<file path="src/design/xysq_pkg.sv">
// ----------------------------------------------------------------------------
// xysq_pkg
// shared widths, register indexes, step codes and the direction encoder
// ----------------------------------------------------------------------------
package xysq_pkg;

   localparam int POS_WIDTH_DEF = 32;   // default internal position width
   localparam int POS_FIELD_W   = 32;   // width of the position request fields
   localparam int CFG_W         = 16;   // width of every configuration register
   localparam int ELAPSED_W     = 32;   // elapsed time accumulator width
   localparam int CODE_W        = 4;    // step code width
   localparam int CSR_IDX_W     = 2;    // configuration index width

   // configuration register indexes
   localparam logic [CSR_IDX_W-1:0] CSR_STEP_SIZE_X = 2'd0;
   localparam logic [CSR_IDX_W-1:0] CSR_STEP_SIZE_Y = 2'd1;
   localparam logic [CSR_IDX_W-1:0] CSR_TICK_TIME   = 2'd2;

   // combined direction codes
   localparam logic [CODE_W-1:0] STEP_NONE   = 4'd0;
   localparam logic [CODE_W-1:0] STEP_PX     = 4'd1;
   localparam logic [CODE_W-1:0] STEP_PX_PY  = 4'd2;
   localparam logic [CODE_W-1:0] STEP_PY     = 4'd3;
   localparam logic [CODE_W-1:0] STEP_NX_PY  = 4'd4;
   localparam logic [CODE_W-1:0] STEP_NX     = 4'd5;
   localparam logic [CODE_W-1:0] STEP_NX_NY  = 4'd6;
   localparam logic [CODE_W-1:0] STEP_NY     = 4'd7;
   localparam logic [CODE_W-1:0] STEP_PX_NY  = 4'd8;
   localparam logic [CODE_W-1:0] STEP_CODE_MAX = STEP_PX_NY;

   // per-axis decision handed from an axis unit to the top level
   typedef struct packed {
      logic step;
      logic up;
   } axis_step_type;

   function automatic logic [CODE_W-1:0] encode_step(input axis_step_type x,
                                                     input axis_step_type y);
      logic [CODE_W-1:0] code;
      code = STEP_NONE;
      if (x.step && !y.step) begin
         code = x.up ? STEP_PX : STEP_NX;
      end else if (!x.step && y.step) begin
         code = y.up ? STEP_PY : STEP_NY;
      end else if (x.step && y.step) begin
         if (x.up == y.up) begin
            code = x.up ? STEP_PX_PY : STEP_NX_NY;
         end else begin
            code = y.up ? STEP_NX_PY : STEP_PX_NY;
         end
      end
      return code;
   endfunction

endpackage

</file>
<file path="src/design/xysq_axis.sv">
// ----------------------------------------------------------------------------
// xysq_axis
// commanded step position of one axis and its step decision
// ----------------------------------------------------------------------------
module xysq_axis #(
   parameter int POS_WIDTH = xysq_pkg::POS_WIDTH_DEF
) (
   input  logic                         clock,
   input  logic                         reset,
   input  logic                         advance,
   input  logic                         clear,
   input  logic signed [POS_WIDTH-1:0]  pos,
   input  logic [xysq_pkg::CFG_W-1:0]   step_size,
   output xysq_pkg::axis_step_type      decision
);

   localparam int DW = POS_WIDTH + 1;

   logic signed [POS_WIDTH-1:0] commanded_ff;
   logic signed [POS_WIDTH-1:0] commanded_in;
   logic signed [POS_WIDTH-1:0] base;
   logic signed [DW-1:0]        diff;
   logic signed [DW-1:0]        size_s;
   logic signed [DW-1:0]        moved;
   logic                        go_up;
   logic                        go_down;

   always_comb begin
      base    = clear ? '0 : commanded_ff;
      size_s  = $signed({{(DW-xysq_pkg::CFG_W){1'b0}}, step_size});
      diff    = $signed({pos[POS_WIDTH-1], pos}) - $signed({base[POS_WIDTH-1], base});
      go_up   = diff > size_s;
      go_down = diff < -size_s;
      if (go_up) begin
         moved = $signed({base[POS_WIDTH-1], base}) + size_s;
      end else if (go_down) begin
         moved = $signed({base[POS_WIDTH-1], base}) - size_s;
      end else begin
         moved = $signed({base[POS_WIDTH-1], base});
      end
      // commanded position stays inside the sample range, no wrap
      commanded_in  = moved[POS_WIDTH-1:0];
      decision.step = go_up | go_down;
      decision.up   = go_up;
   end

   always_ff @(posedge clock) begin
      if (reset) begin
         commanded_ff <= '0;
      end else if (advance) begin
         commanded_ff <= commanded_in;
      end
   end

endmodule

</file>
<file path="src/design/xysq_elapsed.sv">
// ----------------------------------------------------------------------------
// xysq_elapsed
// saturating time accumulator, sampled and cleared on each step
// ----------------------------------------------------------------------------
module xysq_elapsed (
   input  logic                            clock,
   input  logic                            reset,
   input  logic                            advance,
   input  logic                            clear,
   input  logic                            stepped,
   input  logic [xysq_pkg::CFG_W-1:0]      tick_time,
   output logic [xysq_pkg::ELAPSED_W-1:0]  elapsed
);

   logic [xysq_pkg::ELAPSED_W-1:0] acc_ff;
   logic [xysq_pkg::ELAPSED_W-1:0] acc_in;
   logic [xysq_pkg::ELAPSED_W-1:0] base;
   logic [xysq_pkg::ELAPSED_W-1:0] kept;
   logic [xysq_pkg::ELAPSED_W:0]   sum;

   always_comb begin
      base    = clear ? '0 : acc_ff;
      elapsed = stepped ? base : '0;
      kept    = stepped ? '0 : base;
      sum     = {1'b0, kept}
              + {{(xysq_pkg::ELAPSED_W + 1 - xysq_pkg::CFG_W){1'b0}}, tick_time};
      // hold at all ones instead of wrapping
      acc_in  = sum[xysq_pkg::ELAPSED_W] ? '1 : sum[xysq_pkg::ELAPSED_W-1:0];
   end

   always_ff @(posedge clock) begin
      if (reset) begin
         acc_ff <= '0;
      end else if (advance) begin
         acc_ff <= acc_in;
      end
   end

endmodule

</file>
<file path="src/design/xy_step_direction_quantizer_core.sv">
// ----------------------------------------------------------------------------
// xy_step_direction_quantizer_core
// turns X/Y position samples into combined step/direction codes with the
// time elapsed since the previous step
// ----------------------------------------------------------------------------
//
//   channel | ports                                              | direction
//   --------+----------------------------------------------------+-----------
//   request | req_valid/req_ready, req_pos_x/y, req_move_start   | in
//   result  | rsp_valid/rsp_ready, rsp_step_code, rsp_elapsed_time | out
//   csr     | csr_we, csr_index, csr_wdata                       | in
//
// - one request per cycle while rsp_ready is high; path: request reg, result reg
// - the single pass from the request register to the result register sets the
//   rate: position compare, commanded update and elapsed update all close there
// - synchronous reset clears commanded positions, the elapsed accumulator and
//   both valid flags; configuration registers return to 1
// - a stalled result holds the request register; req_ready drops only when
//   both registers are full and rsp_ready is low
// ----------------------------------------------------------------------------
module xy_step_direction_quantizer_core #(
   parameter int POS_WIDTH = xysq_pkg::POS_WIDTH_DEF
) (
   input  logic                              clock,
   input  logic                              reset,
   // request channel
   input  logic                              req_valid,
   output logic                              req_ready,
   input  logic [xysq_pkg::POS_FIELD_W-1:0]  req_pos_x,
   input  logic [xysq_pkg::POS_FIELD_W-1:0]  req_pos_y,
   input  logic                              req_move_start,
   // result channel
   output logic                              rsp_valid,
   input  logic                              rsp_ready,
   output logic [xysq_pkg::CODE_W-1:0]       rsp_step_code,
   output logic [xysq_pkg::ELAPSED_W-1:0]    rsp_elapsed_time,
   // configuration port
   input  logic                              csr_we,
   input  logic [xysq_pkg::CSR_IDX_W-1:0]    csr_index,
   input  logic [xysq_pkg::CFG_W-1:0]        csr_wdata
);

   // configuration registers
   logic [xysq_pkg::CFG_W-1:0] step_size_x_ff;
   logic [xysq_pkg::CFG_W-1:0] step_size_y_ff;
   logic [xysq_pkg::CFG_W-1:0] tick_time_ff;

   // request register
   logic                             req_valid_ff;
   logic [xysq_pkg::POS_FIELD_W-1:0] pos_x_ff;
   logic [xysq_pkg::POS_FIELD_W-1:0] pos_y_ff;
   logic                             move_start_ff;

   // result register
   logic                             rsp_valid_ff;
   logic [xysq_pkg::CODE_W-1:0]      step_code_ff;
   logic [xysq_pkg::ELAPSED_W-1:0]   elapsed_ff;

   logic                             advance;
   logic                             take_req;
   logic signed [POS_WIDTH-1:0]      pos_x_ext;
   logic signed [POS_WIDTH-1:0]      pos_y_ext;
   xysq_pkg::axis_step_type          x_dec;
   xysq_pkg::axis_step_type          y_dec;
   logic [xysq_pkg::CODE_W-1:0]      step_code_in;
   logic [xysq_pkg::ELAPSED_W-1:0]   elapsed_in;

   // request moves into the result register when that is empty or draining
   assign advance   = req_valid_ff & (~rsp_valid_ff | rsp_ready);
   assign req_ready = ~req_valid_ff | advance;
   assign take_req  = req_valid & req_ready;

   // position fields read as POS_WIDTH-bit signed numbers; a wider internal
   // width sees the 32-bit field as unsigned
   generate
      if (POS_WIDTH <= xysq_pkg::POS_FIELD_W) begin : g_pos_narrow
         assign pos_x_ext = $signed(pos_x_ff[POS_WIDTH-1:0]);
         assign pos_y_ext = $signed(pos_y_ff[POS_WIDTH-1:0]);
      end else begin : g_pos_wide
         assign pos_x_ext = $signed({{(POS_WIDTH-xysq_pkg::POS_FIELD_W){1'b0}}, pos_x_ff});
         assign pos_y_ext = $signed({{(POS_WIDTH-xysq_pkg::POS_FIELD_W){1'b0}}, pos_y_ff});
      end
   endgenerate

   xysq_axis #(
      .POS_WIDTH (POS_WIDTH)
   ) u_axis_x (
      .clock     (clock),
      .reset     (reset),
      .advance   (advance),
      .clear     (move_start_ff),
      .pos       (pos_x_ext),
      .step_size (step_size_x_ff),
      .decision  (x_dec)
   );

   xysq_axis #(
      .POS_WIDTH (POS_WIDTH)
   ) u_axis_y (
      .clock     (clock),
      .reset     (reset),
      .advance   (advance),
      .clear     (move_start_ff),
      .pos       (pos_y_ext),
      .step_size (step_size_y_ff),
      .decision  (y_dec)
   );

   assign step_code_in = xysq_pkg::encode_step(x_dec, y_dec);

   // elapsed time reported only on a step, accumulator restarts there
   xysq_elapsed u_elapsed (
      .clock     (clock),
      .reset     (reset),
      .advance   (advance),
      .clear     (move_start_ff),
      .stepped   (x_dec.step | y_dec.step),
      .tick_time (tick_time_ff),
      .elapsed   (elapsed_in)
   );

   // configuration writes, unknown index ignored
   always_ff @(posedge clock) begin
      if (reset) begin
         step_size_x_ff <= 16'd1;
         step_size_y_ff <= 16'd1;
         tick_time_ff   <= 16'd1;
      end else if (csr_we) begin
         case (csr_index)
            xysq_pkg::CSR_STEP_SIZE_X: step_size_x_ff <= csr_wdata;
            xysq_pkg::CSR_STEP_SIZE_Y: step_size_y_ff <= csr_wdata;
            xysq_pkg::CSR_TICK_TIME:   tick_time_ff   <= csr_wdata;
            default: begin
            end
         endcase
      end
   end

   // request register control
   always_ff @(posedge clock) begin
      if (reset) begin
         req_valid_ff <= 1'b0;
      end else if (take_req) begin
         req_valid_ff <= 1'b1;
      end else if (advance) begin
         req_valid_ff <= 1'b0;
      end
   end

   // request payload
   always_ff @(posedge clock) begin
      if (take_req) begin
         pos_x_ff      <= req_pos_x;
         pos_y_ff      <= req_pos_y;
         move_start_ff <= req_move_start;
      end
   end

   // result register control
   always_ff @(posedge clock) begin
      if (reset) begin
         rsp_valid_ff <= 1'b0;
      end else if (advance) begin
         rsp_valid_ff <= 1'b1;
      end else if (rsp_ready) begin
         rsp_valid_ff <= 1'b0;
      end
   end

   // result payload
   always_ff @(posedge clock) begin
      if (advance) begin
         step_code_ff <= step_code_in;
         elapsed_ff   <= elapsed_in;
      end
   end

   assign rsp_valid        = rsp_valid_ff;
   assign rsp_step_code    = step_code_ff;
   assign rsp_elapsed_time = elapsed_ff;

endmodule

</file>
<file path="config.mk">
export PLATFORM = sky130hd
export DESIGN_NAME = xy_step_direction_quantizer_core
export DESIGN_NICKNAME = d
export VERILOG_FILES = /design/src/design/xysq_pkg.sv /design/src/design/xysq_axis.sv /design/src/design/xysq_elapsed.sv /design/src/design/xy_step_direction_quantizer_core.sv
export SDC_FILE = /design/constraint.sdc
export NUM_CORES = 1
export LEC_CHECK = 0
export BUFFER_PORTS_ARGS = -buffer_cell sky130_fd_sc_hd__buf_4
export CORE_MARGIN = 2
export CORE_UTILIZATION = 55
export CTS_BUF_LIST = sky130_fd_sc_hd__clkbuf_8
export CTS_CLUSTER_SIZE = 12
export DETAILED_ROUTE_END_ITERATION = 7
export PLACE_DENSITY = 0.73
export SETUP_SLACK_MARGIN = 0.1
export SLEW_MARGIN = 10
export SYNTH_ARGS = -nofsm -noshare
export SYNTH_HDL_FRONTEND = slang
export SYNTH_SLANG_ARGS = --single-unit
export TNS_END_PERCENT = 5
</file>
<file path="constraint.sdc">
create_clock -name clock -period 17.55 [get_ports clock]
set_input_delay 1.755 -clock clock [delete_from_list [all_inputs] [get_ports clock]]
set_output_delay 1.755 -clock clock [all_outputs]
set_load 0.05 [all_outputs]
</file>
==> results of run 1 <==
## cell type report
cell class / instances / area [sq um]
clock buffer: 50 / 688.2
fill: 3311 / 14470
inverter: 166 / 623.1
clock inverter: 33 / 219.0
timing repair buffer: 143 / 1074
sequential: 247 / 5956
multi-input combinational: 2055 / 13730
antenna: 1 / 2.502
tap: 511 / 639.4
## state kept, by name (all words and copies together), names as in the netlist, 32 cells and up
register               cells
rsp_elapsed_time          32
pos_y_ext                 32
pos_x_ext                 32
u_axis_y.commanded_ff     32
u_elapsed.acc_ff          32
u_axis_x.commanded_ff     32
## worst max-delay path, delay by kind of cell, from the launching register on
kind / cells / cell delay (ns)
AO/OA/AOI/OAI: 21 / 4.48
AND/OR/NAND/NOR: 10 / 2.93
adder cells (fa/ha/maj): 3 / 1.21
buffers and inverters: 3 / 1.12
flip-flops: 1 / 0.40
## per-layer routing
layer,GRT usage [%],vias to the layer above
li1,-,9633
met1,44.14,9448
met2,48.59,820
met3,3.696,119
met4,11.11,0
met5,0,-
## per-stage QoR
stage	util [%]	cells	hold WS, ns	area [sq um]	power [uW]
2_1_floorplan	-	2579	0.4263	20740	987.6
6_report	61.31	3206	0.4587	22930	1685
4_1_cts	61.30	3205	0.4577	22930	1689
3_3_place_gp	58.87	3122	0.4405	22020	1104
5_1_grt	61.30	3205	0.4749	22930	1772
3_5_place_dp	58.87	3122	0.4450	22020	1115
## power groups by stage
stage	logic, uW	registers, uW	clock network, uW
4_1_cts	461	646	582
2_1_floorplan	322	666	0
6_report	470	647	568
3_3_place_gp	446	658	0
3_5_place_dp	457	658	0
5_1_grt	518	649	605
## final timing paths
path                                               from                                    end  slack (ns)  cells after the start
setup / recovery                move_start_ff$_DFFE_PP_      u_elapsed.acc_ff[30]$_SDFFE_PP0P_        7.19                     37
hold / removal    u_axis_x.commanded_ff[6]$_SDFFE_PP0P_  u_axis_x.commanded_ff[6]$_SDFFE_PP0P_        0.46                      2
setup reg to reg                move_start_ff$_DFFE_PP_      u_elapsed.acc_ff[30]$_SDFFE_PP0P_        7.19                     37
hold reg to reg   u_axis_x.commanded_ff[6]$_SDFFE_PP0P_  u_axis_x.commanded_ff[6]$_SDFFE_PP0P_        0.46                      2
## cell usage in the layout, fill, tap and decap left out, types with 56 or more instances in the layout
cell type,n
a21o_1,65
buf_4,143
xnor2_1,63
ha_1,242
a21oi_1,229
nand2_1,313
inv_1,177
edfxtp_1,101
and2_1,67
nand3_1,56
dfxtp_1,146
nor3_1,99
o21ai_0,136
nor2_1,167
## cell families after synthesis
| group | synth area share, % |
|---|---|
| and+or+nand+nor | 22.40 |
| AOI/OAI and AO/OA | 23.40 |
| buffers and inverters | 5.141 |
| adders and majority gates | 15.33 |
| DFF | 28.72 |
| xor gates and xnor gates | 3.928 |
| muxes | 1.086 |
==> metrics.md, run 1 <==
| Metric | Value |
|---|---|
| Most Frequent Cell on Critical Path | a21o_1 |
| Max transition margin | 28.06% |
| Gr ovfl total | 0 |
| Post-route ant nets | 0 |
| LEAKAGE | 0.009594 uW |
| # H-tree levels | 2 |
| DR WL met2 | 27.01 mm |
| Clock Pin Slew Worst Setup and Hold Paths | 0.06 ns |
| P_sw | 585.6 uW |
| Crit start category | register |
| GRT Total Usage | 31.08% |
| Yosys top cell area share | 14.63% |
| Fmax | 0.09649 GHz |
| Initial Utilization | 55.44% |
| Nets | 2996 |
| Die Height | 198.2 um |
| CTS tree | done |
| Global placement routability congestion | 0.9402 |
| Crit path kind | register to register |
| Final worst slack | 7.186 ns |
| Ys flop type | dfxtp_1 |
| Starting DRC count in detailed routing | 1828 |
| Combinational share of power | 27.9% |
| CTS sink count | 247 |
| Met3 wire len | 4.404 mm |
| Final TNS setup | 0 ns |
| Clock Latency Late Sink | 0.66 ns |
| Number of synthesized register bits | 247 |
| Final wirelength | 61.89 mm |
| Core Region | 0.03740 sq mm |
| CP required | 18.02 ns |
| Slowest-stage cell, CP | buf_4 |
| Post-synth EDFFs | 101 |
| Clock skew | 0.05318 ns |
| Final Hold Viols | 0 |
| Minimum clock period | 10.36 ns |
| Final worst path period share | 59.05% |
| Vias | 20.02k |
| RSZ-0062 raised after global routing | no |
| Top Layer Used | met4 |
| Cell count after synthesis | 2579 |
| Number of global-route vias before repair | 18.65k |
| Sequential power share | 38.4% |
| IO Port Bufs | 125 |
| Routed len/inst | 19.30 um |
| DIE AREA | 0.03927 sq mm |
| DR vias/cell | 6.245 |
| Ports | 126 |
| Max Slew Vio Count | 0 |
| VDD IR-drop max | 0.00006222 V |
| Clock power frac | 33.7% |
| Worst-Margin Slew | 1.079 ns |
| Hold-fix buffer count after cts | 0 |
| TritonRoute pass-1 iters | 8 |
| Syn Area/Cell | 8.040 sq um |
| M1 WL | 28.63 mm |
| Post_cts resized | 0 |
| First-pass GRT wire length | 97.93 mm |
| Synth area leaders | edfxtp_1 (15%), ha_1 (15%), dfxtp_1 (14%) |
| Hold Path Class | register to register |
| Post-synth top cells | nand2_1 (313), ha_1 (242), a21oi_1 (229) |
| Final setup violating endpoints | 0 |
| Synth warn | 0 |
| Mapped cell area | 0.02074 sq mm |
| Pwr/cell area | 73.51 mW/mm^2 |
| Worst setup EP type | register |
| Max cap viols | 0 |
| Fraction of layout cells with a size suffix above 1 | 9.465% |
| Worst EP arrival | 10.84 ns |
| CTS max path bufs | 3 |
| Worst path max stage delay | 0.56 ns |
| Seq/Total Area, Yosys | 28.72% |
| Chip Width | 198.2 um |
| Cell variety after synth | 93 |
| Top-count cell post-synth | nand2_1 |
| # DRC | 0 |
| Layout area overhead | 10.57% |
| Internal power | 1100 uW |
| Yosys top cell by area | edfxtp_1 |
| Largest net degree at the start of global routing | 91 |
| Net Sw Frac | 34.75% |
| Worst slack, placed | 7.374 ns |
| Floorplan row count | 71 |
| Crit-path max FO | 42 |
| Dpl hpwl | 45.80 mm |
| Outcome | finished clean |
| Number of CTS-inserted buffers | 46 |
| Syn nets | 2916 |
| Post-CTS Setup Repair Bufs | 0 |
| Antenna violations before repair | 0 |
| CTS root buf | clkbuf_8 |
| Post-synth ARST share | 0% |
No activity file was read; power rests on OpenSTA's default activity.
==> run 2: changes to the inputs <==
--- a/config.mk
+++ b/config.mk
@@ -11,7 +11,7 @@
 export CTS_BUF_LIST = sky130_fd_sc_hd__clkbuf_8
 export CTS_CLUSTER_SIZE = 12
 export DETAILED_ROUTE_END_ITERATION = 7
-export PLACE_DENSITY = 0.73
+export PLACE_DENSITY = 0.76
 export SETUP_SLACK_MARGIN = 0.1
 export SLEW_MARGIN = 10
 export SYNTH_ARGS = -nofsm -noshare
==> constraint.sdc (replaced) <==
create_clock -name clock -period 8.8 [get_ports clock]
set_input_delay 0.88 -clock clock [delete_from_list [all_inputs] [get_ports clock]]
set_output_delay 0.88 -clock clock [all_outputs]
set_load 0.05 [all_outputs]
==> run 2 against run 1 <==
  * Global-route usage increased by 0.14 points
  * Clock power increased by 120%
  * Via count increased by 1.3%
  * First-iteration DRC count increased by 13%
  * Total power increased by 110%
  * Combinational power increased by 100%
  * Critical path type unchanged
  * Highest routed layer unchanged
==> metrics.md, run 2 (synthesized netlist as in run 1, its figures left out) <==
| Metric | Value |
|---|---|
| Outcome | finished clean |
| Net Sw Frac | 33.98% (-0.77 points) |
| Pwr/cell area | 149.5 mW/mm^2 (+100%) |
| CTS root buf | clkbuf_8 |
| DR vias/cell | 6.284 (+0.64%) |
| Placed insts | 3135 (+0.42%) |
| Clock power frac | 35.4% (+1.7 points) |
| Clock Pin Slew Worst Setup and Hold Paths | 0.07 ns (about the same) |
| Crit path kind | register to register |
| Final wirelength | 62.33 mm (+0.70%) |
| Minimum clock period | 8.357 ns (-2.007 ns) |
| IO Port Bufs | 125 (unchanged) |
| FF+latch area | 0.005956 sq mm (unchanged) |
| Commonest non-fill, non-tap cells in the layout | nand2_1 (310), ha_1 (237), a21oi_1 (227), inv_1 (178), nor2_1 (167) |
| Crit-path max FO | 16 (-62%) |
| Worst setup EP type | register |
| Starting DRC count in detailed routing | 2057 (+13%) |
| Vias | 20.28k (+1.3%) |
| Gr ovfl total | 0 (unchanged) |
| DIE AREA | 0.03927 sq mm (unchanged) |
| Hold Path Class | input port to register |
| Internal power | 2305 uW (+110%) |
| # DRC | 0 (unchanged) |
| Max cap viols | 0 (unchanged) |
| Die Height | 198.2 um (unchanged) |
| CTS tree | done |
| Fmax | 0.1197 GHz (+24%) |
| Worst path max stage delay | 0.61 ns (+0.05 ns) |
| Final setup violating endpoints | 0 (unchanged) |
| Dpl hpwl | 46.36 mm (+1.2%) |
| Clock Latency Late Sink | 0.65 ns (about the same) |
| Final TNS setup | 0 ns (unchanged) |
| Core Region | 0.03740 sq mm (unchanged) |
| VDD IR-drop max | 0.0001527 V (+150%) |
| Max Slew Vio Count | 0 (unchanged) |
| Area taken by multi-input logic gates | 0.01388 sq mm (+1.1%) |
| CP required | 9.29 ns (-8.73 ns) |
| TritonRoute pass-1 iters | 6 (-2) |
| Post-route ant nets | 0 (unchanged) |
| Antenna violations before repair | 0 (unchanged) |
| LEAKAGE | 0.009810 uW (+2.2%) |
| Initial Utilization | 55.44% (unchanged) |
| First-pass GRT wire length | 98.52 mm (+0.60%) |
| Slowest-stage cell, CP | or4_1 |
| Flop2flop setup slack | 0.44 ns (-6.74 ns) |
| GRT Total Usage | 31.22% (+0.14 points) |
| CTS max path bufs | 3 (unchanged) |
| Commonest non-fill, non-tap cell in the layout | nand2_1 |
| Antenna diode count | 0 (-1) |
| Clock skew | 0.04054 ns (-0.01264 ns) |
| Worst-Margin Slew | 0.9890 ns (-0.09007 ns) |
| Crit start category | register |
| Fillers | 3223 (-2.7%) |
| RSZ-0062 raised after global routing | no |
| Ports | 126 (unchanged) |
| Max transition margin | 33.62% (+5.6 points) |
| Nets | 3017 (+0.70%) |
| P_sw | 1186 uW (+100%) |
| Final Hold Viols | 0 (unchanged) |
| Number of global-route vias before repair | 19.20k (+2.9%) |
| # H-tree levels | 2 (unchanged) |
| Chip Width | 198.2 um (unchanged) |
| Routed len/inst | 19.31 um (about the same) |
| CTS sink count | 247 (unchanged) |
| Fraction of layout cells with a size suffix above 1 | 11.23% (+1.8 points) |
| Final worst path period share | 94.97% (+36 points) |
| Layout area overhead | 12.59% |
| Largest net degree at the start of global routing | 85 (-6.6%) |
| Hold-fix buffer count after cts | 0 (unchanged) |
| Number of CTS-inserted buffers | 46 (unchanged) |
| Combinational share of power | 27.5% (-0.4 points) |
| Sequential power share | 37.0% (-1.4 points) |
| Worst EP arrival | 8.85 ns (-1.99 ns) |
| Global placement routability congestion | 0.9777 (+4.0%) |
| Non-filler cells, final | 3227 (+0.66%) |
| Floorplan row count | 71 (unchanged) |
run 2: layer usage:
metal  part of all wire (%)  GRT usage, %
met5                      0             0
met3                    8.6         5.519
met4                    3.4         12.78
met1                     44         42.88
met2                     44         48.41
run 2: worst max-delay path: cells and delay by family (launching register included):
family | cells | cell delay [ns]
flops | 1 | 0.51
simple gates | 12 | 2.57
fa+ha+maj | 3 | 1.01
compound gates | 18 | 3.48
buf+inv | 4 | 0.65
run 2: path summary, 6_finish.rpt:
check                                                           start                                    end  cells after the start
worst min-delay path                                    req_pos_y[31]                pos_y_ext[31]$_DFFE_PP_                      1
worst max-delay path                          move_start_ff$_DFFE_PP_      u_elapsed.acc_ff[30]$_SDFFE_PP0P_                     37
worst min register to register  u_axis_x.commanded_ff[6]$_SDFFE_PP0P_  u_axis_x.commanded_ff[6]$_SDFFE_PP0P_                      2
worst max register to register                move_start_ff$_DFFE_PP_      u_elapsed.acc_ff[30]$_SDFFE_PP0P_                     37
run 2: power groups by stage:
stage	sequential, uW	clock (uW)	combinational [uW]
global route	1300	1310	1060
floorplan	1330	0	643
detailed placement	1310	0	921
CTS	1290	1260	928
finish	1290	1240	961
global placement	1310	0	891
run 2: area by class of cell:
cell class / instances / area share (%)
tap: 511 / 2.739
multi-input combinational: 2055 / 59.46
clock inverter: 33 / 1.276
sequential: 247 / 25.51
timing repair buffer: 164 / 5.322
clock buffer: 51 / 3.007
inverter: 166 / 2.690
run 2: per-stage QoR:
stage | total power [uW] | hold slack, ns | area, sq um | setup WS [ns] | util (%)
global placement | 2205 | 0.4393 | 22140 | 0.4364 | 59.21
floorplan | 1971 | 0.4263 | 20770 | 0.1071 | -
global route | 3659 | 0.3725 | 23350 | 0.06481 | 62.42
detailed placement | 2235 | 0.4476 | 22140 | 0.05747 | 59.21
CTS | 3477 | 0.3535 | 23150 | 0.1142 | 61.89
finish | 3491 | 0.4034 | 23350 | 0.4426 | 62.42
run 2: repair_timing:
action / CTS / global route
gates cloned: 0 / 0
setup buffers: 0 / 8
pin swaps: 0 / 7
gates resized for setup: 3 / 37
setup endpoints to repair: 1 / 32
